File: src/rtl/tgla_pkg.sv
// Shared types, constants and register indexes of the text glyph layout addresser.
package tgla_pkg;

  // Default glyph geometry in pixels and bitmap bytes.
  localparam int DEF_GLYPH_HEIGHT = 16;
  localparam int DEF_GLYPH_WIDTH  = 16;
  localparam int DEF_GLYPH_BYTES  = 32;

  // Configuration register indexes.
  localparam logic [1:0] CFG_COLUMN_LIMIT = 2'd0;
  localparam logic [1:0] CFG_WIDE_BASE    = 2'd1;
  localparam logic [1:0] CFG_NARROW_BASE  = 2'd2;

  localparam logic [15:0] COLUMN_LIMIT_RESET = 16'd240;

  // Request codes.
  localparam logic REQ_START = 1'b0;
  localparam logic REQ_TEXT  = 1'b1;

  // Byte codes of the character set.
  localparam logic [7:0] CHAR_NEWLINE   = 8'h0A;
  localparam logic [7:0] CHAR_SPACE     = 8'h20;
  localparam logic [7:0] LEAD_FIRST     = 8'hA1;
  localparam logic [7:0] TRAIL_FIRST    = 8'hA1;
  localparam logic [7:0] ROW_A_END      = 8'hAA;
  localparam logic [7:0] ROW_B_FIRST    = 8'hB0;
  localparam logic [7:0] ROW_B_END      = 8'hF8;

  // GB2312 table layout.
  localparam int WIDE_ROW_SIZE     = 94;
  localparam int WIDE_ROW_B_OFFSET = 1410;

  typedef struct packed {
    logic        req_type;
    logic [7:0]  text_byte;
    logic [15:0] start_row;
    logic [15:0] start_col;
  } in_item_t;

  typedef struct packed {
    logic [23:0] glyph_addr;
    logic [7:0]  glyph_len;
    logic        is_wide;
    logic [15:0] win_row0;
    logic [15:0] win_col0;
    logic [15:0] win_row1;
    logic [15:0] win_col1;
  } out_item_t;

endpackage

File: src/rtl/tgla_addr_gen.sv
// Font flash address generation for wide (GB2312) and narrow (ASCII) glyphs.
module tgla_addr_gen #(
  parameter int GLYPH_BYTES = tgla_pkg::DEF_GLYPH_BYTES
) (
  input  logic [23:0] wide_base,
  input  logic [23:0] narrow_base,
  input  logic [7:0]  lead_byte,
  input  logic [7:0]  trail_byte,
  input  logic        is_wide,
  output logic [23:0] glyph_addr
);
  import tgla_pkg::*;

  localparam int HALF_BYTES = GLYPH_BYTES / 2;
  localparam int ROW_STRIDE = WIDE_ROW_SIZE * GLYPH_BYTES;
  localparam int ROW_B_BASE = WIDE_ROW_B_OFFSET * GLYPH_BYTES;

  logic [7:0]  row_a_idx;
  logic [7:0]  row_b_idx;
  logic [23:0] trail_term;
  logic [23:0] wide_off;
  logic [23:0] narrow_off;

  // Each term is a product with a constant, so the sums stay one level deep.
  assign row_a_idx  = lead_byte - LEAD_FIRST;
  assign row_b_idx  = lead_byte - ROW_B_FIRST;
  assign trail_term = (24'(trail_byte) - 24'(TRAIL_FIRST)) * 24'(GLYPH_BYTES);

  always_comb begin
    if (lead_byte < ROW_A_END) begin
      wide_off = 24'(row_a_idx) * 24'(ROW_STRIDE) + trail_term;
    end else if (lead_byte >= ROW_B_FIRST && lead_byte < ROW_B_END) begin
      wide_off = 24'(ROW_B_BASE) + 24'(row_b_idx) * 24'(ROW_STRIDE) + trail_term;
    end else begin
      wide_off = '0;
    end
  end

  // Bytes below the space character wrap around modulo 2^24.
  assign narrow_off = (24'(trail_byte) - 24'(CHAR_SPACE)) * 24'(HALF_BYTES);

  assign glyph_addr = is_wide ? (wide_base + wide_off) : (narrow_base + narrow_off);

endmodule

File: src/rtl/text_glyph_layout_addresser.sv
// Top level of the text glyph layout addresser: cursor state, registers and result queue.
//
// The block turns a byte stream of mixed ASCII and GB2312 text into one result per
// glyph: the flash address and length of its bitmap and the screen window it covers.
// Input channel (in_valid/in_ready/in_data): a start transfer (req_type 0) sets the
// cursor and the line origin and drops a pending lead byte; a text transfer (req_type 1)
// delivers one byte. A lead byte of 0xA1 or more and a newline give no result.
// Result channel (out_valid/out_ready/out_data): one result per narrow glyph or per
// completed wide glyph, in input order.
// Configuration channel (cfg_valid/cfg_ready/cfg_index/cfg_data): always ready; the user
// must make writes only while the block is idle; the block itself does not enforce this.
// Indexes beyond the register list are ignored. Each result is registered.
// Throughput is one item per cycle while in_ready is high; all work is one combinational
// pass between the cursor registers and the result register.
// When the receiver stalls, a second result is caught in a skid register and in_ready
// drops only while that skid register is full, so no result is lost.
// Reset (rst_n low, synchronous) clears the cursor, the lead state and the valid flags of
// both result registers, and sets column_limit to 240 and both font bases to zero.
module text_glyph_layout_addresser #(
  parameter int GLYPH_HEIGHT = tgla_pkg::DEF_GLYPH_HEIGHT,
  parameter int GLYPH_WIDTH  = tgla_pkg::DEF_GLYPH_WIDTH,
  parameter int GLYPH_BYTES  = tgla_pkg::DEF_GLYPH_BYTES
) (
  input  logic                clk,
  input  logic                rst_n,
  input  logic                in_valid,
  output logic                in_ready,
  input  tgla_pkg::in_item_t  in_data,
  output logic                out_valid,
  input  logic                out_ready,
  output tgla_pkg::out_item_t out_data,
  input  logic                cfg_valid,
  output logic                cfg_ready,
  input  logic [1:0]          cfg_index,
  input  logic [23:0]         cfg_data
);
  import tgla_pkg::*;

  localparam logic [15:0] WIDE_SPAN   = 16'(GLYPH_HEIGHT);
  localparam logic [15:0] NARROW_SPAN = 16'(GLYPH_HEIGHT / 2);
  localparam logic [15:0] ROW_STEP    = 16'(GLYPH_WIDTH);
  localparam logic [7:0]  WIDE_LEN    = 8'(GLYPH_BYTES);
  localparam logic [7:0]  NARROW_LEN  = 8'(GLYPH_BYTES / 2);

  // Configuration registers.
  logic [15:0] column_limit_r;
  logic [23:0] wide_base_r;
  logic [23:0] narrow_base_r;

  // Cursor and lead byte state.
  logic [15:0] cursor_row_r, cursor_row_nxt;
  logic [15:0] cursor_col_r, cursor_col_nxt;
  logic [15:0] origin_col_r, origin_col_nxt;
  logic [7:0]  lead_byte_r, lead_byte_nxt;
  logic        lead_pending_r, lead_pending_nxt;

  // Result register and skid register.
  out_item_t   out_item_r;
  logic        out_valid_r;
  out_item_t   skid_item_r;
  logic        skid_valid_r;

  logic        in_fire;
  logic        out_fire;
  logic        is_text;
  logic        col_over;
  logic        wrap;
  logic [15:0] row_eff;
  logic [15:0] col_eff;
  logic        emit;
  logic        emit_wide;
  logic [15:0] span;
  logic [23:0] glyph_addr;
  out_item_t   result;

  assign cfg_ready = 1'b1;
  assign in_ready  = !skid_valid_r;
  assign in_fire   = in_valid && in_ready;
  assign out_fire  = out_valid_r && out_ready;
  assign out_valid = out_valid_r;
  assign out_data  = out_item_r;

  // The wrap test is skipped for the second byte of a wide glyph.
  assign is_text  = (in_data.req_type == REQ_TEXT);
  assign col_over = ({1'b0, cursor_col_r} + 17'(GLYPH_HEIGHT)) > {1'b0, column_limit_r};
  assign wrap     = is_text && !lead_pending_r &&
                    (col_over || in_data.text_byte == CHAR_NEWLINE);
  assign row_eff  = wrap ? (cursor_row_r + ROW_STEP) : cursor_row_r;
  assign col_eff  = wrap ? origin_col_r : cursor_col_r;

  assign emit_wide = lead_pending_r;
  assign span      = emit_wide ? WIDE_SPAN : NARROW_SPAN;

  tgla_addr_gen #(
    .GLYPH_BYTES (GLYPH_BYTES)
  ) u_addr_gen (
    .wide_base   (wide_base_r),
    .narrow_base (narrow_base_r),
    .lead_byte   (lead_byte_r),
    .trail_byte  (in_data.text_byte),
    .is_wide     (emit_wide),
    .glyph_addr  (glyph_addr)
  );

  always_comb begin
    result.glyph_addr = glyph_addr;
    result.glyph_len  = emit_wide ? WIDE_LEN : NARROW_LEN;
    result.is_wide    = emit_wide;
    result.win_row0   = row_eff;
    result.win_col0   = col_eff;
    result.win_row1   = row_eff + (ROW_STEP - 16'd1);
    result.win_col1   = col_eff + (span - 16'd1);
  end

  // Next cursor state for an accepted item.
  always_comb begin
    cursor_row_nxt   = cursor_row_r;
    cursor_col_nxt   = cursor_col_r;
    origin_col_nxt   = origin_col_r;
    lead_byte_nxt    = lead_byte_r;
    lead_pending_nxt = lead_pending_r;
    emit             = 1'b0;
    if (in_fire) begin
      if (!is_text) begin
        cursor_row_nxt   = in_data.start_row;
        cursor_col_nxt   = in_data.start_col;
        origin_col_nxt   = in_data.start_col;
        lead_pending_nxt = 1'b0;
      end else if (lead_pending_r) begin
        // Any trail byte completes the wide glyph.
        lead_pending_nxt = 1'b0;
        cursor_col_nxt   = cursor_col_r + WIDE_SPAN;
        emit             = 1'b1;
      end else begin
        cursor_row_nxt = row_eff;
        cursor_col_nxt = col_eff;
        if (in_data.text_byte == CHAR_NEWLINE) begin
          emit = 1'b0;
        end else if (in_data.text_byte >= LEAD_FIRST) begin
          lead_byte_nxt    = in_data.text_byte;
          lead_pending_nxt = 1'b1;
        end else begin
          cursor_col_nxt = col_eff + NARROW_SPAN;
          emit           = 1'b1;
        end
      end
    end
  end

  always_ff @(posedge clk) begin
    if (!rst_n) begin
      column_limit_r <= COLUMN_LIMIT_RESET;
      wide_base_r    <= '0;
      narrow_base_r  <= '0;
    end else if (cfg_valid && cfg_ready) begin
      case (cfg_index)
        CFG_COLUMN_LIMIT: column_limit_r <= cfg_data[15:0];
        CFG_WIDE_BASE:    wide_base_r    <= cfg_data;
        CFG_NARROW_BASE:  narrow_base_r  <= cfg_data;
        default:          column_limit_r <= column_limit_r;
      endcase
    end
  end

  always_ff @(posedge clk) begin
    if (!rst_n) begin
      cursor_row_r   <= '0;
      cursor_col_r   <= '0;
      origin_col_r   <= '0;
      lead_byte_r    <= '0;
      lead_pending_r <= 1'b0;
    end else begin
      cursor_row_r   <= cursor_row_nxt;
      cursor_col_r   <= cursor_col_nxt;
      origin_col_r   <= origin_col_nxt;
      lead_byte_r    <= lead_byte_nxt;
      lead_pending_r <= lead_pending_nxt;
    end
  end

  // Two-entry result queue. The skid register only fills while the result register
  // is stalled, and it always drains into the result register first.
  always_ff @(posedge clk) begin
    if (!rst_n) begin
      out_valid_r  <= 1'b0;
      skid_valid_r <= 1'b0;
    end else if (out_fire || !out_valid_r) begin
      if (skid_valid_r) begin
        out_item_r   <= skid_item_r;
        out_valid_r  <= 1'b1;
        skid_valid_r <= 1'b0;
      end else begin
        out_item_r  <= result;
        out_valid_r <= emit;
      end
    end else if (emit) begin
      skid_item_r  <= result;
      skid_valid_r <= 1'b1;
    end
  end

  // The skid register never holds a result while the result register is empty.
  assert property (@(posedge clk) disable iff (!rst_n) skid_valid_r |-> out_valid_r)
    else $error("skid register full while result register empty");

  // A start transfer always drops a pending lead byte.
  assert property (@(posedge clk) disable iff (!rst_n)
      (in_fire && in_data.req_type == REQ_START) |=> !lead_pending_r)
    else $error("lead byte still pending after start transfer");

  // A lead byte taken outside a wide glyph leaves the block waiting for its trail byte.
  assert property (@(posedge clk) disable iff (!rst_n)
      (in_fire && is_text && !lead_pending_r && in_data.text_byte >= LEAD_FIRST)
      |=> (lead_pending_r && !skid_valid_r || lead_pending_r))
    else $error("lead byte not held");

  // Result length follows the glyph kind.
  assert property (@(posedge clk) disable iff (!rst_n)
      out_valid_r |-> (out_item_r.glyph_len == (out_item_r.is_wide ? WIDE_LEN : NARROW_LEN)))
    else $error("glyph length does not match glyph kind");

  // A stalled result with a second one arriving must block the input side.
  assert property (@(posedge clk) disable iff (!rst_n)
      (out_valid_r && !out_ready && emit) |=> !in_ready)
    else $error("input still ready with both result registers full");

endmodule
File: config.mk
export PLATFORM = sky130hd
export DESIGN_NAME = text_glyph_layout_addresser
export DESIGN_NICKNAME = d
export VERILOG_FILES = /design/src/rtl/tgla_pkg.sv /design/src/rtl/tgla_addr_gen.sv /design/src/rtl/text_glyph_layout_addresser.sv
export SDC_FILE = /design/constraint.sdc
export NUM_CORES = 1
export LEC_CHECK = 0
export ABC_CLOCK_PERIOD_IN_PS = 19500
export BUFFER_PORTS_ARGS = -buffer_cell sky130_fd_sc_hd__buf_4
export CAP_MARGIN = 40
export CELL_PAD_IN_SITES_DETAIL_PLACEMENT = 1
export CELL_PAD_IN_SITES_GLOBAL_PLACEMENT = 2
export CORE_ASPECT_RATIO = 1.25
export CORE_MARGIN = 10
export CORE_UTILIZATION = 32
export DETAILED_ROUTE_END_ITERATION = 10
export PLACE_DENSITY = 0.77
export SKIP_CTS_REPAIR_TIMING = 1
export SLEW_MARGIN = 20
export SYNTH_ARGS = -nofsm -noshare
export SYNTH_HDL_FRONTEND = slang
export SYNTH_HIERARCHICAL = 1
export SYNTH_SLANG_ARGS = --single-unit
File: constraint.sdc
create_clock -name clk -period 19.5 [get_ports clk]
set_input_delay 3.9 -clock clk [delete_from_list [all_inputs] [get_ports clk]]
set_output_delay 3.9 -clock clk [all_outputs]
set_load 0.01 [all_outputs]
After elaboration in Yosys (flattened, before gate mapping)
Cells that the tools add are included.
Storage, ports and cells
  register bits: 317
  bits in latches: 0
  bits in writable memories: 0
  memory bits (read-only): 0
  input bits: 72
  output and inout port bits: 100
  word-level logic and storage cells: 100
  memories kept: 0
Operators by class
  $add $sub $neg: 16
  multiply operators: 2
  divide/modulo/power cells: 0
  order comparisons: 5
  equality and inequality tests: 4
  shift-type cells: 0
  multiplexer cells: 24
  bitwise logic cells: 5
  reduce and logical (&&, ||, !) cells: 20
Operator list (count)
  2-to-1 mux 16 bit: 8
  2-to-1 mux 97 bit: 1
  adder 24 bit: 3
  2-to-1 mux 24 bit: 3
  adder 16 x 4 -> 16 bit (second input constant): 2
  adder 16 x 5 -> 16 bit (second input constant): 2
  multiplier 8 x 6 -> 14 bit (second input constant): 2
  adder 20 x 24 -> 24 bit: 1
  adder 16 x 20 -> 21 bit (first input constant): 1
  adder 16 x 5 -> 17 bit (second input constant): 1
  greater-than comparator 17 x 16 -> 1 bit: 1
  adder 16 bit: 1
  >= comparator 8 bit (second input constant): 2
  less-than comparator 8 bit (second input constant): 2
  subtractor 8 bit (second input constant): 2
  AND reduction 2 bit: 6
  2-to-1 mux 1 bit: 10
  subtractor 8 x 6 -> 9 bit (second input constant): 1
  subtractor 8 x 8 -> 9 bit (second input constant): 1
  equality test 8 x 4 -> 1 bit (second input constant): 1
  2-to-1 mux 6 bit: 1
  subtractor 5 x 1 -> 6 bit (second input constant): 1
  logical AND 1 bit: 5
  2-to-1 mux 5 bit: 1
  other kinds (10): 17

Depth between registers and ports, before layout
Gate-level depths: netlist of run 1.
  depth in word-level cells: 10
  gate-level depth with buffers: 38

Modules after synthesis
Netlist of run 1, hierarchy kept.
Modules (own cells, without submodules)
  text_glyph_layout_addresser: instances 1, cells an instance 1244, area an instance 13564.3 um^2, seq. area each 7867.5 um^2
  tgla_addr_gen: instances 1, cells an instance 787, area an instance 6074.6 um^2, seq. area each 0.0 um^2

Worst setup path after synthesis of run 1
OpenSTA, ideal clock, no wires.
  path kind: in2reg
  start point: input in_data[32] in the netlist's numbering
  end point: register skid_item_r[0] in the netlist's numbering (enable)
  setup time: 1.018 ns
  arrival: 18.609 ns
  required time: 18.482 ns
  path slack: -0.127 ns
  stages on the path: 5
  cells stage by stage: nor3_1 > a21boi_0 > o21ai_0 > nand2_1 > a2111oi_0
Between the ends
  word-level cells in the longest chain between the ends: 7
  elaborated cells between the ends (all ways): 8
  classes of those cells: order compare (1); eq/ne (1); mux (5); reduce/logical (1)
Ends and longest elaborated chain
  start, declared: RTL line text_glyph_layout_addresser.sv:28  | input tgla_pkg::in_item_t in_data,
  >= comparator 8 bit: RTL line text_glyph_layout_addresser.sv:139  | end else if (in_data.text_byte >= LEAD_FIRST) begin
  2-to-1 mux 1 bit: RTL line text_glyph_layout_addresser.sv:139
  2-to-1 mux 1 bit (*): RTL line text_glyph_layout_addresser.sv:137  | if (in_data.text_byte == CHAR_NEWLINE) begin
  2-to-1 mux 1 bit (*): RTL line text_glyph_layout_addresser.sv:129  | end else if (lead_pending_r) begin
  2-to-1 mux 1 bit (*): RTL line text_glyph_layout_addresser.sv:124  | if (!is_text) begin
  2-to-1 mux 1 bit (*): RTL line text_glyph_layout_addresser.sv:123  | if (in_fire) begin
  AND reduction 3 bit (no source line) (*)
  end signal, assigned: RTL line text_glyph_layout_addresser.sv:197  | skid_item_r <= result;
  end, declared: RTL line text_glyph_layout_addresser.sv:60  | out_item_t skid_item_r;
Every way passes the cells marked *; elsewhere a longest branch is shown, timed or not.
A chain may end at the register's enable or synchronous reset.

Worst setup path after layout of run 1
  start point: register lead_byte_r[2]
  end point: register out_item_r (netlist bit out_data[95]), data pin
Between the ends
  word-level cells in the longest chain between the ends: 9
  elaborated cells between the ends (all ways): 16
  classes of those cells: add/sub (6); mul (2); order compare (3); mux (4); reduce/logical (1)
Ends and longest elaborated chain
  start, declared: RTL line text_glyph_layout_addresser.sv:54  | logic [7:0] lead_byte_r, lead_byte_nxt;
  start signal, assigned: RTL line text_glyph_layout_addresser.sv:176  | lead_byte_r <= lead_byte_nxt;
  subtractor 8 bit: RTL line tgla_addr_gen.sv:26  | assign row_b_idx = lead_byte - ROW_B_FIRST;
  multiplier 8 x 6 -> 14 bit: RTL line tgla_addr_gen.sv:33  | wide_off = 24'(ROW_B_BASE) + 24'(row_b_idx) * 24'(ROW_STRIDE) + trail_term;
  adder 16 x 20 -> 21 bit: RTL line tgla_addr_gen.sv:33
  adder 24 bit: RTL line tgla_addr_gen.sv:33
  2-to-1 mux 24 bit: RTL line tgla_addr_gen.sv:32  | end else if (lead_byte >= ROW_B_FIRST && lead_byte < ROW_B_END) begin
  2-to-1 mux 24 bit (*): RTL line tgla_addr_gen.sv:30  | if (lead_byte < ROW_A_END) begin
  adder 24 bit (*): RTL line tgla_addr_gen.sv:42  | assign glyph_addr = is_wide ? (wide_base + wide_off) : (narrow_base + narrow_off);
  2-to-1 mux 24 bit (*): RTL line tgla_addr_gen.sv:42
  via glyph_addr[22]: RTL line text_glyph_layout_addresser.sv:73  | logic [23:0] glyph_addr;
  2-to-1 mux 97 bit (*): RTL line text_glyph_layout_addresser.sv:188  | if (skid_valid_r) begin
  end signal, assigned: RTL line text_glyph_layout_addresser.sv:189  | out_item_r <= skid_item_r;
  end signal, assigned: RTL line text_glyph_layout_addresser.sv:193  | out_item_r <= result;
  end, declared: RTL line text_glyph_layout_addresser.sv:58  | out_item_t out_item_r;
Mark *: on every way through the listed nets, which the timed path passes. The rest lies on a longest branch.

==> results.sh, run 1 <==
export IMPL_synth_area_leaders="edfxtp_1, dfxtp_1, ha_1"
export IMPL_cts_sinks=303
export IMPL_hold_viol=0
export IMPL_p_clk_share_pct=20.6
export IMPL_gp_congestion=0.852
export IMPL_fillers=6871
export IMPL_cts_root_buf="clkbuf_16"
export IMPL_h_tree_depth=1
export IMPL_syn_inst=2031
export IMPL_drc=0
export IMPL_slowest_delay_ns=0.64
export IMPL_status="completed"
export IMPL_route_antenna_remaining_nets=0
export IMPL_syn2layout_area_growth_pct=16.6
export IMPL_switchingPower_mw=1.20
export IMPL_finalClockSkew_ns=0.0117
export IMPL_post_route_min_period_ns=8.82
export IMPL_initial_core_util_pct=32.3
export IMPL_coreArea_um2=60800
export IMPL_synth_mux_area_share_pct=5.66
export IMPL_crit_type="reg2reg"
export IMPL_seqPwrFrac_pct=25.5
export IMPL_antenna_cells=0
export IMPL_drtIter0Drc=693
export IMPL_cts_made_buffers=31
export IMPL_crit_path_max_fanout=8
export IMPL_dieArea_um2=71700
export IMPL_critPathBufInv=4
export IMPL_drt_wl_total_mm=61.4
export IMPL_row_count=101
export IMPL_grt_pass1_wl_mm=96.3
export IMPL_ir_drop_mv=0.0965
export IMPL_rsz0062_at_grt="no"
export IMPL_synth_top_family_by_area="compound AO/OA/AOI/OAI gates"
export IMPL_fp_dieW_um=242
export IMPL_powerDensity_nw_per_um2=128
export IMPL_synth_area_um2=19600
export IMPL_p_int_mw=1.73
export IMPL_antenna_found_initial=3
export IMPL_synth_edf_count=180
export IMPL_worstHoldPathType="reg2reg"
export IMPL_ys_ff_latch=303
export IMPL_slew_headroom_pct=44.7
export IMPL_dr_pass1_iters=6
export IMPL_p_leak_nw=9.30
export IMPL_synth_compound_area_share_pct=15.9
export IMPL_clockBufferDepth=3
export IMPL_synthFlopType="edfxtp_1"
export IMPL_via_count=15500
export IMPL_fin_setup_tns_ns=0
export IMPL_synth_cell_types=99
export IMPL_slew_violations=0
export IMPL_max_freq_ghz=0.113
export IMPL_die_h_um=297
export IMPL_crit_slowest_cell="xor2_1"
export IMPL_synth_simple_area_share_pct=13.2
export IMPL_ys_async_sr_fraction_pct=0
export IMPL_synthAdderAreaFrac_pct=13.7
export IMPL_overflow=0
export IMPL_synth_commonest_cells="nand2_1, a21oi_1, edfxtp_1, ha_1, inv_1"
export IMPL_post_route_period_util_pct=45.2
export IMPL_synth_most_common_cell="nand2_1"
export IMPL_ioPinCount=172
export IMPL_grt_pass1_vias=16500
export IMPL_grt_max_degree=62
export IMPL_setup_viol=0
export IMPL_finalNetCount=2444
export IMPL_final_core_util_pct=37.7
export IMPL_cap_violations=0
export IMPL_routed_via_density=5.13
export IMPL_swShare_pct=40.9
export IMPL_synth_xor_area_share_pct=6.66
export IMPL_syn_avg_cell_area_um2=9.67
export IMPL_end_kind="flip-flop"
export IMPL_start_kind="flip-flop"
export IMPL_grt_usage_pct=16.6
export IMPL_yosysTopAreaCell="edfxtp_1"
export IMPL_cpLargestDelayFamily="compound AO/OA/AOI/OAI gates"
export IMPL_power_share_combinational_pct=54.0
export IMPL_ys_warn_count=6
export IMPL_drive_gt1_share_pct=17.2
export IMPL_yosysTopAreaCellShare_pct=27.5
export IMPL_tritoncts="built"
export IMPL_wl_per_cell_um=20.3
export IMPL_tightest_slew_ns=0.829
export IMPL_io_buffers=164
export IMPL_clk_latency_ns=0.58
export IMPL_clkTransAtPathRegs_ns=0.06
export IMPL_worstPathRequired_ns=19.83
export IMPL_dp_hpwl_mm=48.4
export IMPL_ys_seq_area_share_pct=40.1
export IMPL_worstPathArrival_ns=9.15
==> placed cells by master, fill, tap and decap left out, types with 11 or more instances in the layout <==
cell       instances
dfxtp_1          121
o21ai_0           84
mux2_2            84
nor2_1           100
nand2_1          276
mux2i_1           15
ha_1             159
o21a_1            12
xor2_1            53
o211ai_1          23
o22ai_1           25
nor3_1            34
fa_1              35
edfxtp_1         180
o31ai_1           12
a211oi_1          12
clkbuf_16         31
nand2b_1          13
inv_1            140
a31oi_1           11
a21o_1            27
nand4_1           14
buf_4            188
a21oi_1          185
o21ai_1           18
and3_1            20
nand3_1           34
xnor2_1           87
==> layout make-up <==
cell class                      count  area (um^2)  share of cell area, %
Multi-Input combinational cell   1502        10900                   47.6
Sequential cell                   303         7870                   34.4
Timing Repair Buffer              196         1550                   6.79
Tap cell                          824         1030                   4.50
Clock buffer                       39          836                   3.65
Inverter                          144          542                   2.37
Clock inverter                     19          174                  0.760
==> kinds of logic after synthesis <==
group	after synthesis
other	2
AND/OR/NAND/NOR	566
multiplexers	100
flip-flops	303
buffers and inverters	231
XOR/XNOR	144
adder cells (fa/ha/maj)	194
AO/OA/AOI/OAI	491
==> power by group through the flow <==
stage / sequential [mW] / clock (mW) / combinational (mW)
after detailed placement: 0.760 / 0 / 1.59
after floorplan: 0.761 / 0 / 1.18
after CTS: 0.746 / 0.621 / 1.60
final: 0.746 / 0.601 / 1.58
after global routing: 0.749 / 0.645 / 1.79
after global placement: 0.759 / 0 / 1.53
==> flip-flops by register name, summed over array words and instances (netlist names) <==
register and count:
column_limit_r 16, cursor_col_r 16, cursor_row_r 16, emit_wide 1, lead_byte_r 8, narrow_base_r 24, origin_col_r 16, out_data 90
out_valid 1, skid_item_r 90, skid_valid_r 1, wide_base_r 24
==> worst register-to-register path: cells and delay by family, from the launching register on <==
kind / cells / cell delay (ns)
mux: 3 / 0.77
buf+inv: 4 / 0.52
simple gates: 3 / 0.53
compound gates: 12 / 2.69
flops: 1 / 0.60
xor+xnor: 2 / 0.84
fa+ha+maj: 7 / 2.64
==> metrics by stage <==
step                std cells  power, mW  hold WS, ns  area [um^2]  setup WS, ns
floorplan                2036       1.94        0.433        19700          4.30
global placement         2957       2.29        0.438        21700         10.35
detailed placement       2969       2.35        0.448        21900         10.18
CTS                      3027       2.97        0.458        22900         10.54
global route             3027       3.18        0.481        22900         10.03
finish                   3027       2.93        0.455        22900         10.68
==> routing by layer <==
| metal | up-vias | wire length [um] | track usage [%] |
|---|---|---|---|
| met4 | 6 | 1660 | 4.92 |
| met3 | 77 | 2070 | 2.41 |
| met1 | 7679 | 26100 | 19.7 |
| met2 | 247 | 31600 | 30.4 |
| met5 | - | 39 | 0 |
| li1 | 7517 | - | - |
==> path summary, 6_finish.rpt <==
check                           to        startpoint  slack [ns]  depth (start not counted)
hold reg to reg   narrow_base_r[3]  narrow_base_r[3]        0.46                          2
setup / recovery      out_data[95]    lead_byte_r[2]       10.68                         31
setup reg to reg      out_data[95]    lead_byte_r[2]       10.68                         31
hold / removal    narrow_base_r[3]  narrow_base_r[3]        0.46                          2
No activity file was read; power rests on OpenSTA's default activity.
==> inputs of run 2 (changes only) <==
--- a/config.mk
+++ b/config.mk
@@ -5,7 +5,7 @@
 export SDC_FILE = /design/constraint.sdc
 export NUM_CORES = 1
 export LEC_CHECK = 0
-export ABC_CLOCK_PERIOD_IN_PS = 19500
+export ABC_CLOCK_PERIOD_IN_PS = 9200
 export BUFFER_PORTS_ARGS = -buffer_cell sky130_fd_sc_hd__buf_4
 export CAP_MARGIN = 40
 export CELL_PAD_IN_SITES_DETAIL_PLACEMENT = 1
@@ -14,7 +14,7 @@
 export CORE_MARGIN = 10
 export CORE_UTILIZATION = 32
 export DETAILED_ROUTE_END_ITERATION = 10
-export PLACE_DENSITY = 0.77
+export PLACE_DENSITY = 0.75
 export SKIP_CTS_REPAIR_TIMING = 1
 export SLEW_MARGIN = 20
 export SYNTH_ARGS = -nofsm -noshare
==> constraint.sdc (replaced) <==
create_clock -name clk -period 9.2 [get_ports clk]
set_input_delay 1.84 -clock clk [delete_from_list [all_inputs] [get_ports clk]]
set_output_delay 1.84 -clock clk [all_outputs]
set_load 0.01 [all_outputs]
==> run 2 against run 1 <==
  * Register-to-register slack lost 9.8 ns
  * Highest routed layer unchanged
  * Routed wire length grew 2.9%
  * Critical path depth grew 4
  * Critical endpoint is now out_data[96]
  * Die area is the same
  * Sequential share of layout area shrank 0.28 points
  * Final cell count grew 0.17%
  * Fmax grew 5.6%
==> results.sh, run 2 (synthesis gave the netlist of run 1 again) <==
export IMPL_syn2layout_area_growth_pct=17.5
export IMPL_cp_startpoint="lead_byte_r[2]"
export IMPL_crit_path_max_fanout=8
export IMPL_finalClockSkew_ns=0.0177
export IMPL_slowest_delay_ns=0.55
export IMPL_cts_root_buf="clkbuf_16"
export IMPL_p_leak_nw=9.39
export IMPL_io_buffers=164
export IMPL_grt_pass1_vias=16800
export IMPL_clk_latency_ns=0.55
export IMPL_reg2reg_setup_slack_ns=0.85
export IMPL_fp_dieW_um=242
export IMPL_crit_type="reg2reg"
export IMPL_crit_slowest_cell="xnor2_1"
export IMPL_worstHoldPathType="reg2reg"
export IMPL_initial_core_util_pct=32.3
export IMPL_end_kind="flip-flop"
export IMPL_worstPathArrival_ns=8.64
export IMPL_clockBufferDepth=3
export IMPL_critPathBufInv=4
export IMPL_ir_drop_mv=0.199
export IMPL_wl_per_cell_um=20.8
export IMPL_cpLargestDelayFamily="adder cells"
export IMPL_clkTransAtPathRegs_ns=0.06
export IMPL_drtIter0Drc=726
export IMPL_status="completed"
export IMPL_cap_violations=0
export IMPL_grt_max_degree=59
export IMPL_setup_viol=0
export IMPL_tritoncts="built"
export IMPL_final_core_util_pct=38.0
export IMPL_drt_wl_total_mm=63.2
export IMPL_post_route_min_period_ns=8.35
export IMPL_tightest_slew_ns=0.785
export IMPL_hp_start="column_limit_r[11]"
export IMPL_rr_startpoint="lead_byte_r[2]"
export IMPL_slew_violations=0
export IMPL_rsz0062_at_grt="no"
export IMPL_die_h_um=297
export IMPL_worstPathRequired_ns=9.49
export IMPL_cts_made_buffers=35
export IMPL_finalNetCount=2446
export IMPL_max_freq_ghz=0.120
export IMPL_routed_via_density=5.17
export IMPL_slew_headroom_pct=47.6
export IMPL_grt_usage_pct=17.1
export IMPL_dieArea_um2=71700
export IMPL_cts_sinks=303
export IMPL_coreArea_um2=60800
export IMPL_grt_pass1_wl_mm=98.3
export IMPL_row_count=101
export IMPL_via_count=15700
export IMPL_route_antenna_remaining_nets=0
export IMPL_final_common_cell="nand2_1"
export IMPL_ioPinCount=172
export IMPL_post_route_period_util_pct=90.8
export IMPL_gp_congestion=0.856
export IMPL_fin_setup_tns_ns=0
export IMPL_dp_hpwl_mm=49.2
export IMPL_drc=0
export IMPL_start_kind="flip-flop"
export IMPL_antenna_found_initial=3
export IMPL_mostFrequentLayoutCells="nand2_1, buf_4, a21oi_1"
export IMPL_dr_pass1_iters=5
export IMPL_overflow=0
export IMPL_h_tree_depth=2
export IMPL_powerDensity_nw_per_um2=277
export IMPL_hold_viol=0
export IMPL_drive_gt1_share_pct=17.3
[run 2: per-stage QoR]
stage | cell area [um^2] | instances | power [mW] | setup WS [ns] | hold slack [ns]
4_1_cts | 23100 | 3030 | 6.48 | 0.800 | 0.456
3_5_place_dp | 21800 | 2966 | 4.93 | 0.845 | 0.448
3_3_place_gp | 21700 | 2959 | 4.83 | 1.09 | 0.438
2_1_floorplan | 19700 | 2036 | 4.11 | 0.536 | 0.433
6_report | 23100 | 3032 | 6.40 | 0.848 | 0.454
5_1_grt | 23100 | 3032 | 6.90 | 0.115 | 0.478
[run 2: where the power goes]
| group | total, mW | switching, mW | internal, mW |
|---|---|---|---|
| Clock | 1.51 | 0.595 | 0.916 |
| Combinational | 3.31 | 1.88 | 1.43 |
| Sequential | 1.58 | 0.0482 | 1.53 |
| Total | 6.40 | 2.52 | 3.88 |
[run 2: area by class of cell]
class	count	area, um^2
tap	824	1030
multi-input combinational	1502	10900
timing repair buffer	194	1510
inverter	144	542
antenna	1	2.50
clock inverter	21	277
clock buffer	43	958
sequential	303	7870
fill	6877	37700
[run 2: final timing paths]
path,to,depth (start not counted)
worst max-delay path,out_data[96],35
worst max register to register,out_data[96],35
worst min-delay path,column_limit_r[11],2
worst min register to register,column_limit_r[11],2
[run 2: routing by layer]
layer  wire length [um]  vias up  global-route usage (%)  share of wire, %
li1                   -     7528                       -                 -
met1              26700     7821                    19.7                42
met2              32900      248                    31.9                52
met3               2040       76                    2.34               3.2
met4               1530        4                    4.92               2.4
met5                 26        -                       0             0.041
[run 2: worst reg2reg max path: cells and delay by family, from the launching register on]
kind                     cells  cell delay [ns]
XOR/XNOR                     3             0.87
flip-flops                   1             0.54
AND/OR/NAND/NOR              5             0.76
buffers and inverters        4             0.50
adder cells (fa/ha/maj)      7             2.74
AO/OA/AOI/OAI               14             2.35
multiplexers                 2             0.38
==> inputs of run 3 (changes only) <==
--- a/config.mk
+++ b/config.mk
@@ -5,6 +5,7 @@
 export SDC_FILE = /design/constraint.sdc
 export NUM_CORES = 1
 export LEC_CHECK = 0
+export ABC_AREA = 1
 export ABC_CLOCK_PERIOD_IN_PS = 9200
 export BUFFER_PORTS_ARGS = -buffer_cell sky130_fd_sc_hd__buf_4
 export CAP_MARGIN = 40
@@ -14,7 +15,7 @@
 export CORE_MARGIN = 10
 export CORE_UTILIZATION = 32
 export DETAILED_ROUTE_END_ITERATION = 10
-export PLACE_DENSITY = 0.75
+export PLACE_DENSITY = 0.79
 export SKIP_CTS_REPAIR_TIMING = 1
 export SLEW_MARGIN = 20
 export SYNTH_ARGS = -nofsm -noshare
==> run 3 against run 2 <==
  * Synthesized cell count rose by 27%
  * Synthesized area rose by 4.1%
  * Register-to-register slack improved by 0.18 ns
  * Routed wire length rose by 5.3%
  * Sequential share of layout area fell by 0.88 points
  * Power rose by 33%
  * Fmax rose by 2.1%
  * Sequential cell count did not move
  * Clock power fell by 13%
  * Clock-buffer cell count fell by 9
==> results.sh, run 3 <==
export IMPL_syn2layout_area_growth_pct=15.9
export IMPL_dr_pass1_iters=5
export IMPL_worstPathRequired_ns=9.54
export IMPL_gp_congestion=0.876
export IMPL_end_kind="flip-flop"
export IMPL_synth_cell_types=63
export IMPL_clk_latency_ns=0.60
export IMPL_slowest_delay_ns=0.62
export IMPL_cap_violations=0
export IMPL_ys_ff_latch=303
export IMPL_drc=0
export IMPL_post_route_period_util_pct=88.9
export IMPL_swShare_pct=50.3
export IMPL_yosysTopAreaCell="edfxtp_1"
export IMPL_drt_wl_total_mm=66.5
export IMPL_status="completed"
export IMPL_critPathBufInv=5
export IMPL_worstHoldPathType="reg2reg"
export IMPL_synth_edf_count=180
export IMPL_clockBufferDepth=3
export IMPL_grt_pass1_vias=18600
export IMPL_mostFrequentLayoutCells="nand2_1, inv_1, a21oi_1"
export IMPL_h_tree_depth=1
export IMPL_power_mw=8.52
export IMPL_wl_per_cell_um=18.5
export IMPL_clkTransAtPathRegs_ns=0.07
export IMPL_synth_commonest_cells="nand2_1, inv_1, a21oi_1, o21ai_0, edfxtp_1"
export IMPL_tightest_slew_ns=0.799
export IMPL_routed_via_density=4.92
export IMPL_grt_pass1_wl_mm=103
export IMPL_setup_viol=0
export IMPL_crit_type="reg2reg"
export IMPL_dieArea_um2=74500
export IMPL_die_h_um=303
export IMPL_synth_area_leaders="edfxtp_1, dfxtp_1, nand2_1"
export IMPL_cts_root_buf="clkbuf_16"
export IMPL_power_share_combinational_pct=65.8
export IMPL_dpl_cell_area_um2=22600
export IMPL_slew_headroom_pct=46.7
export IMPL_grt_max_degree=79
export IMPL_cts_made_buffers=31
export IMPL_synth_area_um2=20400
export IMPL_powerDensity_nw_per_um2=359
export IMPL_fp_dieW_um=246
export IMPL_io_buffers=164
export IMPL_ys_async_sr_fraction_pct=0
export IMPL_row_count=103
export IMPL_drive_gt1_share_pct=11.8
export IMPL_slew_violations=0
export IMPL_grt_usage_pct=17.3
export IMPL_drtIter0Drc=603
export IMPL_p_leak_nw=10.6
export IMPL_coreArea_um2=63300
export IMPL_crit_path_max_fanout=12
export IMPL_fin_area_um2=23700
export IMPL_antenna_found_initial=8
export IMPL_final_common_cell="nand2_1"
export IMPL_ioPinCount=172
export IMPL_ir_drop_mv=0.315
export IMPL_rsz0062_at_grt="no"
export IMPL_worstPathArrival_ns=8.52
export IMPL_finalNetCount=2998
export IMPL_tritoncts="built"
export IMPL_syn_inst=2588
export IMPL_dp_hpwl_mm=54.1
export IMPL_synth_most_common_cell="nand2_1"
export IMPL_finalClockSkew_ns=0.0166
export IMPL_fin_setup_tns_ns=0
export IMPL_crit_top_cell="nand2_1"
export IMPL_cts_sinks=303
export IMPL_ys_warn_count=6
export IMPL_seqPwrFrac_pct=18.9
export IMPL_overflow=0
export IMPL_p_int_mw=4.23
export IMPL_synthFlopType="edfxtp_1"
export IMPL_post_route_min_period_ns=8.18
export IMPL_yosysTopAreaCellShare_pct=26.4
export IMPL_hold_viol=0
export IMPL_syn_avg_cell_area_um2=7.90
export IMPL_p_clk_share_pct=15.3
export IMPL_via_count=17700
export IMPL_route_antenna_remaining_nets=0
export IMPL_cpLargestDelayFamily="adder cells"
export IMPL_max_freq_ghz=0.122
export IMPL_ys_seq_area_share_pct=38.5
export IMPL_initial_core_util_pct=32.3
export IMPL_crit_slowest_cell="dfxtp_1"
export IMPL_start_kind="flip-flop"
export IMPL_switchingPower_mw=4.29
## run 3: changes by cell type in the layout (fill, tap and decap cells not counted), sizes merged, moves of 19 or more
cell   before  now
nor2      102  191
nand2     277  662
mux2       85    0
xnor2      88   27
and3       20    1
o22ai      25    3
nand3      35  126
o21ai     103  219
inv       143  348
a21o       28    6
## run 3: worst paths after layout
kind | from | endpoint | cells past startpoint | slack, ns
worst max-delay path | lead_byte_r[0] | out_data[95] | 39 | 1.02
worst min-delay path | cursor_row_r[1] | skid_item_r[49] | 0 | 0.44
worst max register to register | lead_byte_r[0] | out_data[95] | 39 | 1.02
worst min register to register | cursor_row_r[1] | skid_item_r[49] | 0 | 0.44
## run 3: area by class of cell
| cell class | count | area [um^2] |
|---|---|---|
| clock inverter | 24 | 265 |
| fill | 7668 | 39600 |
| tap | 840 | 1050 |
| multi-input combinational | 1865 | 11000 |
| inverter | 349 | 1310 |
| timing repair buffer | 182 | 1450 |
| antenna | 1 | 2.50 |
| clock buffer | 34 | 787 |
| sequential | 303 | 7870 |
## run 3: power groups by stage
stage               logic [mW]  registers (mW)  clock network, mW
finish                    5.60            1.61               1.31
global route              6.40            1.62               1.39
CTS                       5.66            1.61               1.35
detailed placement        5.63            1.64                  0
global placement          5.52            1.64                  0
floorplan                 4.04            1.65                  0
## run 3: cells by family after synthesis
logic type | Yosys count | share of synthesized area (%)
AOI/OAI and AO/OA | 507 | 13.7
xor gates and xnor gates | 92 | 4.16
adders and majority gates | 194 | 13.2
buffers and inverters | 425 | 8.09
DFF | 303 | 38.5
muxes | 1 | 0.0490
other | 2 | 0.0367
and+or+nand+nor | 1064 | 22.3
## run 3: through the flow
stage | hold WS, ns | instances | util (%) | setup slack [ns]
after floorplan | 0.408 | 2593 | - | 2.21
after global placement | 0.413 | 3532 | 35.6 | 1.29
after detailed placement | 0.428 | 3537 | 35.7 | 1.02
after CTS | 0.444 | 3595 | 37.4 | 0.986
after global routing | 0.450 | 3597 | 37.4 | 0.230
final | 0.444 | 3598 | 37.5 | 1.02
## run 3: per-layer routing
metal	global-route usage, %	share of wire, %	routed length (um)	up-vias
met4	4.38	2.2	1490	14
met3	2.62	4.4	2900	80
met5	0	0.14	91	-
met2	32.0	51	33700	272
li1	-	-	-	8811
met1	20.5	43	28400	8542
